**config.mk**
```make
export PLATFORM = sky130hd
export DESIGN_NAME = skyline_rect_packer
export DESIGN_NICKNAME = d
export VERILOG_FILES = /design/src/rtl/skyrp_pkg.sv /design/src/rtl/skyrp_alu.sv /design/src/rtl/skyrp_colmem.sv /design/src/rtl/skyline_rect_packer.sv
export SDC_FILE = /design/constraint.sdc
export NUM_CORES = 2
export LEC_CHECK = 0
export BUFFER_PORTS_ARGS = -buffer_cell sky130_fd_sc_hd__buf_4
export CORE_ASPECT_RATIO = 1.5
export CORE_UTILIZATION = 40
export DETAILED_ROUTE_END_ITERATION = 16
export PLACE_DENSITY = 0.62
export SYNTH_ARGS = -nofsm -noshare
export SYNTH_HDL_FRONTEND = slang
export SYNTH_HIERARCHICAL = 1
export SYNTH_SLANG_ARGS = --single-unit
```
**constraint.sdc**
```tcl
create_clock -name clk -period 15.8 [get_ports clk]
set_input_delay 3.16 -clock clk [delete_from_list [all_inputs] [get_ports clk]]
set_output_delay 3.16 -clock clk [all_outputs]
set_load 0.01 [all_outputs]
```
**src/rtl/skyrp_pkg.sv**
```systemverilog
// Shared constants, types and codes for the skyline rectangle packer.
package skyrp_pkg;

  localparam int PAGE_WIDTH  = 256;
  localparam int PAGE_HEIGHT = 256;
  localparam int MAX_PAGES   = 1024;

  localparam int DIM_W  = 9;                              // block_width / block_height
  localparam int COL_W  = $clog2(PAGE_WIDTH + 1);         // column position 0..PAGE_WIDTH
  localparam int ADDR_W = $clog2(PAGE_WIDTH);             // column address
  localparam int HGT_W  = $clog2(PAGE_HEIGHT + 1);        // column height 0..PAGE_HEIGHT
  localparam int PG_W   = (MAX_PAGES > 1) ? $clog2(MAX_PAGES) : 1;
  localparam int ALU_W  = ((COL_W > HGT_W) ? COL_W : HGT_W) + 1;

  typedef logic [DIM_W-1:0]  dim_t;
  typedef logic [COL_W-1:0]  col_t;
  typedef logic [ADDR_W-1:0] addr_t;
  typedef logic [HGT_W-1:0]  hgt_t;
  typedef logic [PG_W-1:0]   page_t;
  typedef logic [ALU_W-1:0]  alu_t;
  typedef logic [9:0]        page_idx_t;
  typedef logic [7:0]        xpos_t;
  typedef logic [7:0]        ypos_t;

  typedef enum logic [1:0] {
    ST_OK,
    ST_TOO_LARGE,
    ST_FULL
  } status_t;

  typedef enum logic {
    ALU_ADD,
    ALU_SUB
  } alu_op_t;

  typedef enum logic [3:0] {
    S_IDLE,
    S_CHECK,
    S_OPEN,
    S_CUR,
    S_CUR_REV,
    S_SCAN,
    S_FIT,
    S_WRITE,
    S_RESULT
  } state_t;

  typedef struct packed {
    logic  clear;
    logic  wr_en;
    addr_t wr_addr;
    hgt_t  wr_data;
    logic  rd_en;
    addr_t rd_addr;
  } colmem_req_t;

endpackage

```
**src/rtl/skyrp_alu.sv**
```systemverilog
// Shared add/subtract unit with carry or borrow out.
module skyrp_alu (
  input  skyrp_pkg::alu_op_t op,
  input  skyrp_pkg::alu_t    a,
  input  skyrp_pkg::alu_t    b,
  output skyrp_pkg::alu_t    res,
  output logic               flag
);

  logic [skyrp_pkg::ALU_W:0] full;

  always_comb begin
    unique case (op)
      skyrp_pkg::ALU_ADD: full = {1'b0, a} + {1'b0, b};
      skyrp_pkg::ALU_SUB: full = {1'b0, a} - {1'b0, b};
      default:            full = '0;
    endcase
  end

  assign res  = full[skyrp_pkg::ALU_W-1:0];
  assign flag = full[skyrp_pkg::ALU_W];    // borrow on subtract

endmodule

```
**src/rtl/skyrp_colmem.sv**
```systemverilog
// Column height memory with per-column valid bits, so that a page clear drops every column at once.
module skyrp_colmem (
  input  logic                   clk,
  input  logic                   rst,
  input  skyrp_pkg::colmem_req_t req,
  output skyrp_pkg::hgt_t        rd_data
);

  logic [skyrp_pkg::PAGE_WIDTH-1:0] vld;
  skyrp_pkg::hgt_t                  mem [skyrp_pkg::PAGE_WIDTH];
  skyrp_pkg::hgt_t                  data_q;
  logic                             vld_q;

  // a write in the clearing cycle still lands (reserved column)
  always_ff @(posedge clk) begin
    if (rst) begin
      vld <= '0;
    end else if (req.clear) begin
      vld <= req.wr_en ? ({{(skyrp_pkg::PAGE_WIDTH-1){1'b0}}, 1'b1} << req.wr_addr) : '0;
    end else if (req.wr_en) begin
      vld[req.wr_addr] <= 1'b1;
    end
  end

  always_ff @(posedge clk) begin
    if (req.wr_en) mem[req.wr_addr] <= req.wr_data;
    if (req.rd_en) begin
      data_q <= mem[req.rd_addr];
      vld_q  <= vld[req.rd_addr];
    end
  end

  assign rd_data = vld_q ? data_q : '0;

endmodule

```
**src/rtl/skyline_rect_packer.sv**
```systemverilog
// Top level: sequencer and datapath of the skyline rectangle packer.
//
//  channel | signals                              | direction
//  --------+--------------------------------------+----------
//  in      | in_valid in_ready block_width        | into block
//          | block_height                         |
//  out     | out_valid out_ready page_index x_pos | out of block
//          | y_pos status                         |
//
// One item at a time. Each item is checked, then a column span is chosen at the
// sweep cursor (set flush right when it would pass the page edge), its columns
// are read from the height memory for the highest, the fit is tested and the
// columns are written; a failed fit opens a fresh page and tries again, or
// reports full on the last page. Oversized items go straight to the result.
// Reset is synchronous; it clears the page state at once via valid bits.
// The result waits in an output register; a stalled output holds the block
// only when the next result is ready to be written.
module skyline_rect_packer (
  input  logic       clk,
  input  logic       rst,
  input  logic       in_valid,
  output logic       in_ready,
  input  logic [8:0] block_width,
  input  logic [8:0] block_height,
  output logic       out_valid,
  input  logic       out_ready,
  output logic [9:0] page_index,
  output logic [7:0] x_pos,
  output logic [7:0] y_pos,
  output logic [1:0] status
);

  skyrp_pkg::state_t      state, state_next;
  skyrp_pkg::colmem_req_t mreq;
  skyrp_pkg::hgt_t        rd_data;

  skyrp_pkg::alu_op_t alu_op;
  skyrp_pkg::alu_t    alu_a, alu_b, alu_res;
  logic               alu_flag;

  // control state
  logic             opened;
  skyrp_pkg::page_t cur_page;
  skyrp_pkg::col_t  cursor, cursor_next;
  logic             reversed, reversed_next;
  logic             pend;
  skyrp_pkg::col_t  cnt;

  // payload
  skyrp_pkg::dim_t    w_q, h_q;
  skyrp_pkg::page_t   try_page;
  skyrp_pkg::col_t    x_q, x_next;
  skyrp_pkg::addr_t   addr;
  skyrp_pkg::hgt_t    y_q, ynew;
  skyrp_pkg::status_t code;

  logic too_large, over_edge, fit_fail, last_page, start_scan;

  skyrp_alu u_alu (
    .op   (alu_op),
    .a    (alu_a),
    .b    (alu_b),
    .res  (alu_res),
    .flag (alu_flag)
  );

  skyrp_colmem u_colmem (
    .clk     (clk),
    .rst     (rst),
    .req     (mreq),
    .rd_data (rd_data)
  );

  assign too_large = (32'(w_q) > skyrp_pkg::PAGE_WIDTH) || (32'(h_q) > skyrp_pkg::PAGE_HEIGHT);
  assign over_edge = alu_res > skyrp_pkg::alu_t'(skyrp_pkg::PAGE_WIDTH);
  assign fit_fail  = alu_res > skyrp_pkg::alu_t'(skyrp_pkg::PAGE_HEIGHT);
  assign last_page = try_page == skyrp_pkg::page_t'(skyrp_pkg::MAX_PAGES - 1);

  // next state
  always_comb begin
    state_next = state;
    unique case (state)
      skyrp_pkg::S_IDLE:    if (in_valid) state_next = skyrp_pkg::S_CHECK;
      skyrp_pkg::S_CHECK: begin
        if (too_large)    state_next = skyrp_pkg::S_RESULT;
        else if (!opened) state_next = skyrp_pkg::S_OPEN;
        else              state_next = skyrp_pkg::S_CUR;
      end
      skyrp_pkg::S_OPEN:    state_next = skyrp_pkg::S_CUR;
      skyrp_pkg::S_CUR: begin
        if (!reversed && over_edge) state_next = skyrp_pkg::S_CUR_REV;
        else                        state_next = skyrp_pkg::S_SCAN;
      end
      skyrp_pkg::S_CUR_REV: state_next = skyrp_pkg::S_SCAN;
      skyrp_pkg::S_SCAN:    if (cnt == '0 && !pend) state_next = skyrp_pkg::S_FIT;
      skyrp_pkg::S_FIT: begin
        if (!fit_fail)      state_next = skyrp_pkg::S_WRITE;
        else if (last_page) state_next = skyrp_pkg::S_RESULT;
        else                state_next = skyrp_pkg::S_OPEN;
      end
      skyrp_pkg::S_WRITE:   if (cnt == '0) state_next = skyrp_pkg::S_RESULT;
      skyrp_pkg::S_RESULT:  if (!out_valid || out_ready) state_next = skyrp_pkg::S_IDLE;
      default:              state_next = skyrp_pkg::S_IDLE;
    endcase
  end

  // outputs of the sequencer: handshake, shared unit operands, memory port
  always_comb begin
    in_ready = (state == skyrp_pkg::S_IDLE);

    alu_op = skyrp_pkg::ALU_ADD;
    alu_a  = '0;
    alu_b  = '0;
    unique case (state)
      skyrp_pkg::S_CUR: begin
        alu_op = reversed ? skyrp_pkg::ALU_SUB : skyrp_pkg::ALU_ADD;
        alu_a  = skyrp_pkg::alu_t'(cursor);
        alu_b  = skyrp_pkg::alu_t'(w_q);
      end
      skyrp_pkg::S_CUR_REV: begin
        alu_op = skyrp_pkg::ALU_SUB;
        alu_a  = skyrp_pkg::alu_t'(skyrp_pkg::PAGE_WIDTH);
        alu_b  = skyrp_pkg::alu_t'(w_q);
      end
      skyrp_pkg::S_SCAN: begin
        alu_op = skyrp_pkg::ALU_SUB;    // borrow means the column is higher
        alu_a  = skyrp_pkg::alu_t'(y_q);
        alu_b  = skyrp_pkg::alu_t'(rd_data);
      end
      skyrp_pkg::S_FIT: begin
        alu_op = skyrp_pkg::ALU_ADD;
        alu_a  = skyrp_pkg::alu_t'(y_q);
        alu_b  = skyrp_pkg::alu_t'(h_q);
      end
      default: begin
        alu_op = skyrp_pkg::ALU_ADD;
      end
    endcase

    mreq.clear   = (state == skyrp_pkg::S_OPEN);
    mreq.wr_en   = ((state == skyrp_pkg::S_OPEN) && !opened) ||
                   ((state == skyrp_pkg::S_WRITE) && (cnt != '0));
    mreq.wr_addr = (state == skyrp_pkg::S_OPEN) ? '0 : addr;
    mreq.wr_data = (state == skyrp_pkg::S_OPEN) ? skyrp_pkg::hgt_t'(1) : ynew;
    mreq.rd_en   = (state == skyrp_pkg::S_SCAN) && (cnt != '0);
    mreq.rd_addr = addr;
  end

  // cursor step and span start
  always_comb begin
    cursor_next   = cursor;
    reversed_next = reversed;
    x_next        = x_q;
    start_scan    = 1'b0;
    unique case (state)
      skyrp_pkg::S_CUR: begin
        if (reversed) begin
          start_scan = 1'b1;
          if (alu_flag) begin          // ran past the left edge
            reversed_next = 1'b0;
            x_next        = '0;
            cursor_next   = skyrp_pkg::col_t'(w_q);
          end else begin
            x_next      = skyrp_pkg::col_t'(alu_res);
            cursor_next = skyrp_pkg::col_t'(alu_res);
          end
        end else if (over_edge) begin
          reversed_next = 1'b1;        // span placed flush right next cycle
        end else begin
          start_scan  = 1'b1;
          x_next      = cursor;
          cursor_next = skyrp_pkg::col_t'(alu_res);
        end
      end
      skyrp_pkg::S_CUR_REV: begin
        start_scan  = 1'b1;
        x_next      = skyrp_pkg::col_t'(alu_res);
        cursor_next = skyrp_pkg::col_t'(alu_res);
      end
      default: begin
        start_scan = 1'b0;
      end
    endcase
  end

  // control registers
  always_ff @(posedge clk) begin
    if (rst) begin
      state     <= skyrp_pkg::S_IDLE;
      opened    <= 1'b0;
      cur_page  <= '0;
      cursor    <= '0;
      reversed  <= 1'b0;
      pend      <= 1'b0;
      cnt       <= '0;
      out_valid <= 1'b0;
    end else begin
      state <= state_next;

      if (state == skyrp_pkg::S_RESULT && (!out_valid || out_ready)) out_valid <= 1'b1;
      else if (out_valid && out_ready)                                 out_valid <= 1'b0;

      if (state == skyrp_pkg::S_OPEN) begin
        opened   <= 1'b1;
        reversed <= 1'b0;
        cursor   <= opened ? '0 : skyrp_pkg::col_t'(1);   // first page reserves column 0
      end else begin
        cursor   <= cursor_next;
        reversed <= reversed_next;
      end

      if (start_scan) begin
        cnt  <= skyrp_pkg::col_t'(w_q);
        pend <= 1'b0;
      end else if (state == skyrp_pkg::S_SCAN) begin
        pend <= (cnt != '0);
        if (cnt != '0) cnt <= cnt - 1'b1;
      end else if (state == skyrp_pkg::S_FIT) begin
        cnt <= skyrp_pkg::col_t'(w_q);
      end else if (state == skyrp_pkg::S_WRITE) begin
        if (cnt != '0) cnt <= cnt - 1'b1;
        else           cur_page <= try_page;
      end
    end
  end

  // payload registers
  always_ff @(posedge clk) begin
    unique case (state)
      skyrp_pkg::S_IDLE: begin
        if (in_valid) begin
          w_q <= block_width;
          h_q <= block_height;
        end
      end
      skyrp_pkg::S_CHECK: begin
        try_page <= cur_page;
        code     <= skyrp_pkg::ST_TOO_LARGE;
      end
      skyrp_pkg::S_CUR, skyrp_pkg::S_CUR_REV: begin
        x_q <= x_next;
        if (start_scan) begin
          addr <= x_next[skyrp_pkg::ADDR_W-1:0];
          y_q  <= '0;
        end
      end
      skyrp_pkg::S_SCAN: begin
        if (mreq.rd_en) addr <= addr + 1'b1;
        if (pend && alu_flag) y_q <= rd_data;
      end
      skyrp_pkg::S_FIT: begin
        addr <= x_q[skyrp_pkg::ADDR_W-1:0];
        ynew <= skyrp_pkg::hgt_t'(alu_res);
        if (fit_fail) begin
          if (last_page) code <= skyrp_pkg::ST_FULL;
          else           try_page <= try_page + 1'b1;
        end
      end
      skyrp_pkg::S_WRITE: begin
        if (cnt != '0) addr <= addr + 1'b1;
        else           code <= skyrp_pkg::ST_OK;
      end
      skyrp_pkg::S_RESULT: begin
        if (!out_valid || out_ready) begin
          status <= code;
          if (code == skyrp_pkg::ST_OK) begin
            page_index <= skyrp_pkg::page_idx_t'(try_page);
            x_pos      <= skyrp_pkg::xpos_t'(x_q);
            y_pos      <= skyrp_pkg::ypos_t'(y_q);
          end else begin
            page_index <= '0;
            x_pos      <= '0;
            y_pos      <= '0;
          end
        end
      end
      default: begin
      end
    endcase
  end

  a_busy_after_accept: assert property (@(posedge clk) disable iff (rst)
    (in_valid && in_ready) |=> !in_ready)
    else $error("block took an item while busy");

  a_reject_zero_fields: assert property (@(posedge clk) disable iff (rst)
    (out_valid && status == skyrp_pkg::ST_TOO_LARGE) |->
      (page_index == '0 && x_pos == '0 && y_pos == '0))
    else $error("oversized item reports a placement");

  a_cursor_in_page: assert property (@(posedge clk) disable iff (rst)
    cursor <= skyrp_pkg::col_t'(skyrp_pkg::PAGE_WIDTH))
    else $error("sweep cursor beyond page edge");

  a_write_height_fits: assert property (@(posedge clk) disable iff (rst)
    (state == skyrp_pkg::S_WRITE) |-> (ynew <= skyrp_pkg::hgt_t'(skyrp_pkg::PAGE_HEIGHT)))
    else $error("column raised beyond page height");

endmodule
```
# Yosys cells after proc, flatten, opt, wreduce, memory -nomap -nowiden

Memories as Yosys holds them, arrays and structs flattened. A register that Yosys moved wholly into a read port is not among the register bits.
Index checks and enable logic that the tools add are counted.
W data, S select, Z words.

Register bits after elaboration: 385
Output and inout bits: 30
Memories: 1
Bits in writable memories: 2,304

Shift-type cells: 1
Bitwise operators: 6
Reductions and logical operators: 42
Equal/unequal tests: 22
Add/sub/neg operators: 5
Multiplexer cells: 64
$lt $le $gt $ge: 6

Memory list:

| memory       | depth | width | rd ports | clocked after memory_dff | wr ports | line               | text |
|---|---|---|---|---|---|---|---|
| u_colmem.mem | 256   | 9     | 1        | 1                        | 1        | skyrp_colmem.sv:10 | `skyrp_pkg::hgt_t mem [skyrp_pkg::PAGE_WIDTH];` |

Operator list:

| kind                    | number |
|---|---|
| $mux W256               | 3 |
| $or A256 B256 Y256      | 1 |
| $shl A1 B8 Y256 const A | 1 |
| $mux W9                 | 13 |
| $mux W8                 | 7 |
| $pmux W9 S3             | 2 |
| $pmux W4 S9             | 1 |
| $pmux W9 S2             | 2 |
| $pmux W8 S4             | 1 |
| $mux W4                 | 7 |
| $pmux W11 S2            | 1 |
| $mux W10                | 2 |
| $pmux W10 S2            | 1 |
| $gt A9 B9 Y1 const B    | 2 |
| $lt A8 B9 Y1 const B    | 2 |
| $eq A4 B3 Y1 const B    | 4 |
| $ne A2 B2 Y1 const B    | 8 |
| $pmux W8 S2             | 1 |
| $mux W1                 | 15 |
| $reduce_and A4 Y1       | 3 |
| $add A10 B1 Y10 const B | 1 |
| $add A9 B9 Y10          | 1 |
| $eq A10 B10 Y1 const B  | 1 |
| $gt A10 B9 Y1 const B   | 1 |
| 29 further kinds        | 65 |

# Logic depth before layout (Yosys ltp)

Depth in word-level cells: 11
Mapped depth: 25

# By module

The synthesis kept the hierarchy.

By module, submodules not included:

| module              | cells an instance | area an instance (µm²) | times used |
|---|---|---|---|
| skyrp_colmem        | 5,309             | 99,985.9               | 1 |
| skyline_rect_packer | 589               | 6,381.1                | 1 |
| skyrp_alu           | 85                | 655.6                  | 1 |

# Worst setup path before layout

OpenSTA, ideal clock, no wires.

Path type: reg2reg
Start: reg state[1]
End: reg y_q[0] (enable)
Period minus slack after synthesis: 5,441 ps
Cell stages (with the launch flop): 25
Path slack: 10,359 ps
Required time: 15,422 ps
Data arrival time: 5,063 ps
Setup time: 378 ps
Path through: dfxtp_1 -> buf_6 -> nand2b_1 -> nand2b_1 -> a21o_1 -> clkbuf_1 -> inv_2 -> a221o_1 -> nor3_1 -> and3_1 -> nor2_1 -> xnor2_1 -> ha_1 -> and3_4 -> a2111oi_4 -> o21bai_1 -> a21oi_2 -> xnor2_1 -> buf_2 -> nor2b_1 -> a31oi_4 -> buf_4 -> buf_6 -> nand2_1 -> a21oi_1

Cells in the longest elaborated chain, start to end: 11
Elaborated cells on any way between the ends: 23

Ends and longest elaborated chain:

| element                                                 | line                             | text |
|---|---|---|
| start: declaration                                      | skyline_rect_packer.sv:33        | `skyrp_pkg::state_t state, state_next;` |
| start signal: assignment                                | skyline_rect_packer.sv:189       | `state <= skyrp_pkg::S_IDLE;` |
| start signal: assignment                                | skyline_rect_packer.sv:198       | `state <= state_next;` |
| $eq A4 B2 Y1 / $eq A4 B3 Y1 (equally long branches)     | skyline_rect_packer.sv:114       | `unique case (state)` |
| $reduce_or A2 Y1 (no line)                              | n/a                              |  |
| $pmux W9 S3 (*)                                         | skyline_rect_packer.sv:114       |  |
| via alu_b[2]                                            | skyline_rect_packer.sv:38        | `skyrp_pkg::alu_t alu_a, alu_b, alu_res;` |
| $sub A9 B9 Y10 / $add A9 B9 Y10 (equally long branches) | skyrp_alu.sv:15, skyrp_alu.sv:14 |  |
| $pmux W11 S2 (*)                                        | skyrp_alu.sv:13                  | `unique case (op)` |
| via alu_res[8]                                          | skyline_rect_packer.sv:38        |  |
| $gt A10 B9 Y1 (*)                                       | skyline_rect_packer.sv:75        | `assign over_edge = alu_res > skyrp_pkg::alu_t'(skyrp_pkg::PAGE_WIDTH);` |
| $mux W1 (*)                                             | skyline_rect_packer.sv:167       | `end else if (over_edge) begin` |
| $mux W1 (*)                                             | skyline_rect_packer.sv:157       | `if (reversed) begin` |
| $pmux W1 S2 (*)                                         | skyline_rect_packer.sv:155       | `unique case (state)` |
| $ne A2 B1 Y1 (no line) (*)                              | n/a                              |  |
| $reduce_and A3 Y1 (no line) (*)                         | n/a                              |  |
| end signal: assignment                                  | skyline_rect_packer.sv:249       | `if (pend && alu_flag) y_q <= rd_data;` |
| end: declaration                                        | skyline_rect_packer.sv:54        | `skyrp_pkg::hgt_t y_q, ynew;` |

The timed path passes the listed nets; every way through them passes the cells marked *.
A chain may end at the register's enable or synchronous reset.

# Worst setup path after layout

Start: reg state[1]
End: reg cnt[4]

Cells in the longest elaborated chain, start to end: 10
Elaborated cells on any way between the ends: 23

Ends and longest elaborated chain:

| element                                                        | line                             | text |
|---|---|---|
| $eq A4 B2 Y1 / $eq A4 B3 Y1 (equally long branches)            | skyline_rect_packer.sv:114       |  |
| $reduce_or A2 Y1 (no line)                                     | n/a                              |  |
| $pmux W9 S3 (*)                                                | skyline_rect_packer.sv:114       |  |
| via alu_b[2]                                                   | skyline_rect_packer.sv:38        |  |
| $sub A9 B9 Y10 / $add A9 B9 Y10 (equally long branches)        | skyrp_alu.sv:15, skyrp_alu.sv:14 |  |
| $pmux W11 S2 (*)                                               | skyrp_alu.sv:13                  |  |
| via alu_res[8]                                                 | skyline_rect_packer.sv:38        |  |
| $gt A10 B9 Y1 (*)                                              | skyline_rect_packer.sv:75        |  |
| $mux W1 (*)                                                    | skyline_rect_packer.sv:167       |  |
| $mux W1 (*)                                                    | skyline_rect_packer.sv:157       |  |
| $pmux W1 S2 (*)                                                | skyline_rect_packer.sv:155       |  |
| $reduce_bool A4 Y1 (no line) / $mux W9 (equally long branches) | n/a                              |  |
| end signal: assignment                                         | skyline_rect_packer.sv:213       | `cnt <= skyrp_pkg::col_t'(w_q);` |
| end signal: assignment                                         | skyline_rect_packer.sv:217       | `if (cnt != '0) cnt <= cnt - 1'b1;` |
| end signal: assignment                                         | skyline_rect_packer.sv:219       | `cnt <= skyrp_pkg::col_t'(w_q);` |
| end: declaration                                               | skyline_rect_packer.sv:47        | `skyrp_pkg::col_t cnt;` |

Marked as above.

==> key figures <==
Outcome
  – Status: finished clean

Pwr
  – Cell-internal power: 0.0126 W
  – Leakage power figure: 38.1 nW
  – Clock Power Share: 0.319
  – P_sw: 0.00540 W
  – Total power draw: 0.0180 W
  – Comb pwr share: 0.235
  – Max VDD drop: 0.000183 V
  – Power Density: 152 mW/mm2
  – Flop pwr share: 0.446
  – Sw Share: 0.300

CTS
  – CTS Sinks: 2698
  – Post-CTS Hold Fix Bufs: 0
  – CTS Buf Count: 236
  – Post-CTS sizing: 0
  – Clk root buf: clkbuf_16
  – Clk Latency, worst-skew pair: 0.94 ns
  – Worst-path clk slew: 0.06 ns
  – H-tree Lvls: 4
  – Post-CTS setup buffer count: 0
  – Clock buffer depth: 4
  – CTS tree: built

Floorplanning
  – Chip height: 636 um
  – Die Width: 424 um
  – Initial Util: 0.402
  – Row Count: 232
  – Core area: 0.266 mm2
  – I/O Pins: 52
  – Die Area: 0.270 mm2

Cells and area
  – Commonest non-fill, non-tap cells in the layout: edfxtp_1, nor2_1, mux4_2
  – Sequential Area: 0.0781 mm2
  – Final Non-Filler Cells: 9755
  – Area grow syn2layout: 10.9%
  – Layout cell share with drive strength beyond 1: 0.180
  – Final instance area: 0.119 mm2
  – Fillers: 22500
  – Commonest non-fill, non-tap cell in the layout: edfxtp_1
  – # nets final: 6080
  – Multi-input logic area: 0.0270 mm2

Critical path
  – Required @ worst endpoint: 16.61 ns
  – Crit end category: flop
  – Crit path launch type: flop
  – Crit path DAT: 7.80 ns
  – Worst r2r path cells: 21
  – CP max FO: 21
  – Worst setup path class: flop to flop

Placement
  – Placed cell area: 0.111 mm2
  – Routability cong.: 0.881
  – Port buffer count: 51
  – DP Cell Count: 9314
  – HPWL after detailed placement: 185000 um

Synthesis
  – Syn avg cell area: 17.9 um2
  – Seq/Total Area, Yosys: 0.730
  – Synthesis Warnings: 6
  – Post-synth EDFFs: 2406
  – Most used DFF post-synth: edfxtp_1
  – Count of different cell masters after synthesis: 79
  – #FFs+latches synth: 2698
  – Synth Cell Area: 0.107 mm2
  – Synth Instances: 5983
  – Synth async-reset ratio: 0

GRT
  – Antenna violations before repair: 8
  – Gr usage total: 0.214
  – Global-route wire length before repair: 419000 um
  – Largest net degree at the start of global routing: 205
  – Vias in the first global route: 57300
  – Congestion Overflow GR: 0

Hold path
  – Worst hold-check path type: flop to flop
  – Worst Hold Depth: 0

Drt
  – Final WL: 293000 um
  – DRC Markers: 0
  – Total number of vias: 57400
  – First-pass DRT Iterations: 6
  – Number of routed nets with antenna violations: 0
  – Initial drt markers: 5547
  – Via density: 5.88
  – DR WL/cell: 30.0 um

Timing
  – Pins over their slew limit: 0
  – Setup_tns: 0 ns
  – Rel. slew slack: 0.0340
  – Final setup fails: 0
  – Min Hold Slack: 0.457 ns
  – Min cycle time layout: 6.99 ns
  – Final hold violations: 0
  – RSZ-0062 raised after global routing: false
  – FMAX: 143 MHz
  – Slew @ Worst Pin: 1.44 ns
  – Period utilisation layout: 0.442
  – Setup Skew: 0.0746 ns

Flow run
  – Max-cap violations: 0
==> routing by layer <==
layer	wire, um	vias up	track usage	share of wire
li1	-	24100	-	-
met1	104000	30200	0.251	0.36
met2	151000	2454	0.372	0.52
met3	18200	589	0.0302	0.062
met4	18800	10	0.127	0.064
met5	67	-	0	0.00023
==> registers in the layout, indices dropped and copies added, names as in the netlist, 2 cells and up <==
signal and count:
u_colmem/mem 2304, u_colmem/vld 256, cur_page 10, page_index 10
try_page 10, cnt 9, cursor 9, h_q 9
u_colmem/data_q 9, w_q 9, y_q 9, ynew 9
addr 8, x_pos 8, x_q 8, y_pos 8
state 4, code 2, status 2
==> power by group through the flow <==
stage,clock (W),sequential [W],combinational [W]
after floorplan,0,0.00816,0.00284
after CTS,0.00583,0.00802,0.00423
after global routing,0.00608,0.00802,0.00443
after detailed placement,0,0.00817,0.00422
final,0.00574,0.00802,0.00424
after global placement,0,0.00817,0.00420
==> synth_stat cells, types with 7 or more instances <==
master,n,area share
nor3_1,65,0.0030
a21o_1,75,0.0053
o311ai_1,14,0.0011
clkbuf_1,166,0.0058
buf_4,56,0.0039
nand2b_1,22,0.0013
nand2_1,164,0.0058
a22o_1,26,0.0021
nor2_1,537,0.019
inv_1,24,0.00084
and3_1,23,0.0013
buf_1,44,0.0015
mux2i_1,372,0.035
nor2b_1,86,0.0050
a221o_1,16,0.0015
o221ai_1,126,0.010
a31oi_1,17,0.00099
nand3_1,40,0.0019
mux2_2,10,0.0011
buf_2,67,0.0031
xnor2_1,16,0.0013
mux4_2,523,0.11
a21oi_1,329,0.015
and2_1,66,0.0039
o32ai_1,10,0.00082
nor4_1,26,0.0015
or4b_1,7,0.00065
ha_1,15,0.0018
dfxtp_1,292,0.055
a311oi_1,7,0.00057
or3_1,10,0.00058
buf_6,36,0.0038
a22oi_1,19,0.0013
edfxtp_1,2406,0.68
a211oi_1,23,0.0016
a221oi_1,14,0.0011
xor2_1,14,0.0011
a2111oi_0,8,0.00065
o22a_1,8,0.00065
o21ai_0,19,0.00089
o22ai_1,91,0.0053
==> worst max-delay path: stages (launching register included) <==
cell	delay, ns
dfxtp_1	0.71
nand2b_1	0.24
nand2b_1	0.14
a21o_1	0.32
inv_2	0.25
a221o_1	0.50
nor3_1	0.42
and3_1	0.27
nor2_1	0.07
xnor2_1	0.18
ha_1	0.37
and3_4	0.19
a2111oi_4	0.45
o21bai_1	0.14
a21oi_2	0.17
xnor2_1	0.44
nor2b_1	0.55
a31oi_4	0.16
buf_4	0.24
nor2_1	0.60
a21oi_1	0.15
o32ai_1	0.29
==> kinds of logic (layout without fill, tap and decap cells) <==
kind of cell    after synthesis  in the layout  synth area share
flops                      2698           2698             0.730
simple gates               1085           1085            0.0467
mux                         906            906             0.146
compound gates              847            847            0.0534
buf+inv                     400            650            0.0198
xor+xnor                     30             30           0.00246
fa+ha+maj                    16             16           0.00194
other cells                   1             13         0.0000350
==> through the flow <==
stage,utilization,worst slack (ns)
final,0.446,8.81
after CTS,0.446,8.93
after global routing,0.446,8.45
after detailed placement,0.417,8.99
after floorplan,-,10.36
after global placement,0.417,9.04
==> path summary, 6_finish.rpt <==
kind / from / to / slack (ns)
min reg2reg: code[1]$_DFFE_PP_ / status[1]$_DFFE_PP_ / 0.46
max: state[1]$_SDFFE_PP0P_ / cnt[4]$_SDFFE_PP0P_ / 8.81
max reg2reg: state[1]$_SDFFE_PP0P_ / cnt[4]$_SDFFE_PP0P_ / 8.81
min: code[1]$_DFFE_PP_ / status[1]$_DFFE_PP_ / 0.46
==> area by class of cell <==
type,instances,area share
sequential,2698,0.658
multi-input combinational,2887,0.227
clock buffer,328,0.0559
tap,3510,0.0370
timing repair buffer,193,0.0130
clock inverter,103,0.00774
inverter,26,0.000928
antenna,10,0.000211
(Power assumes the default switching activity.)
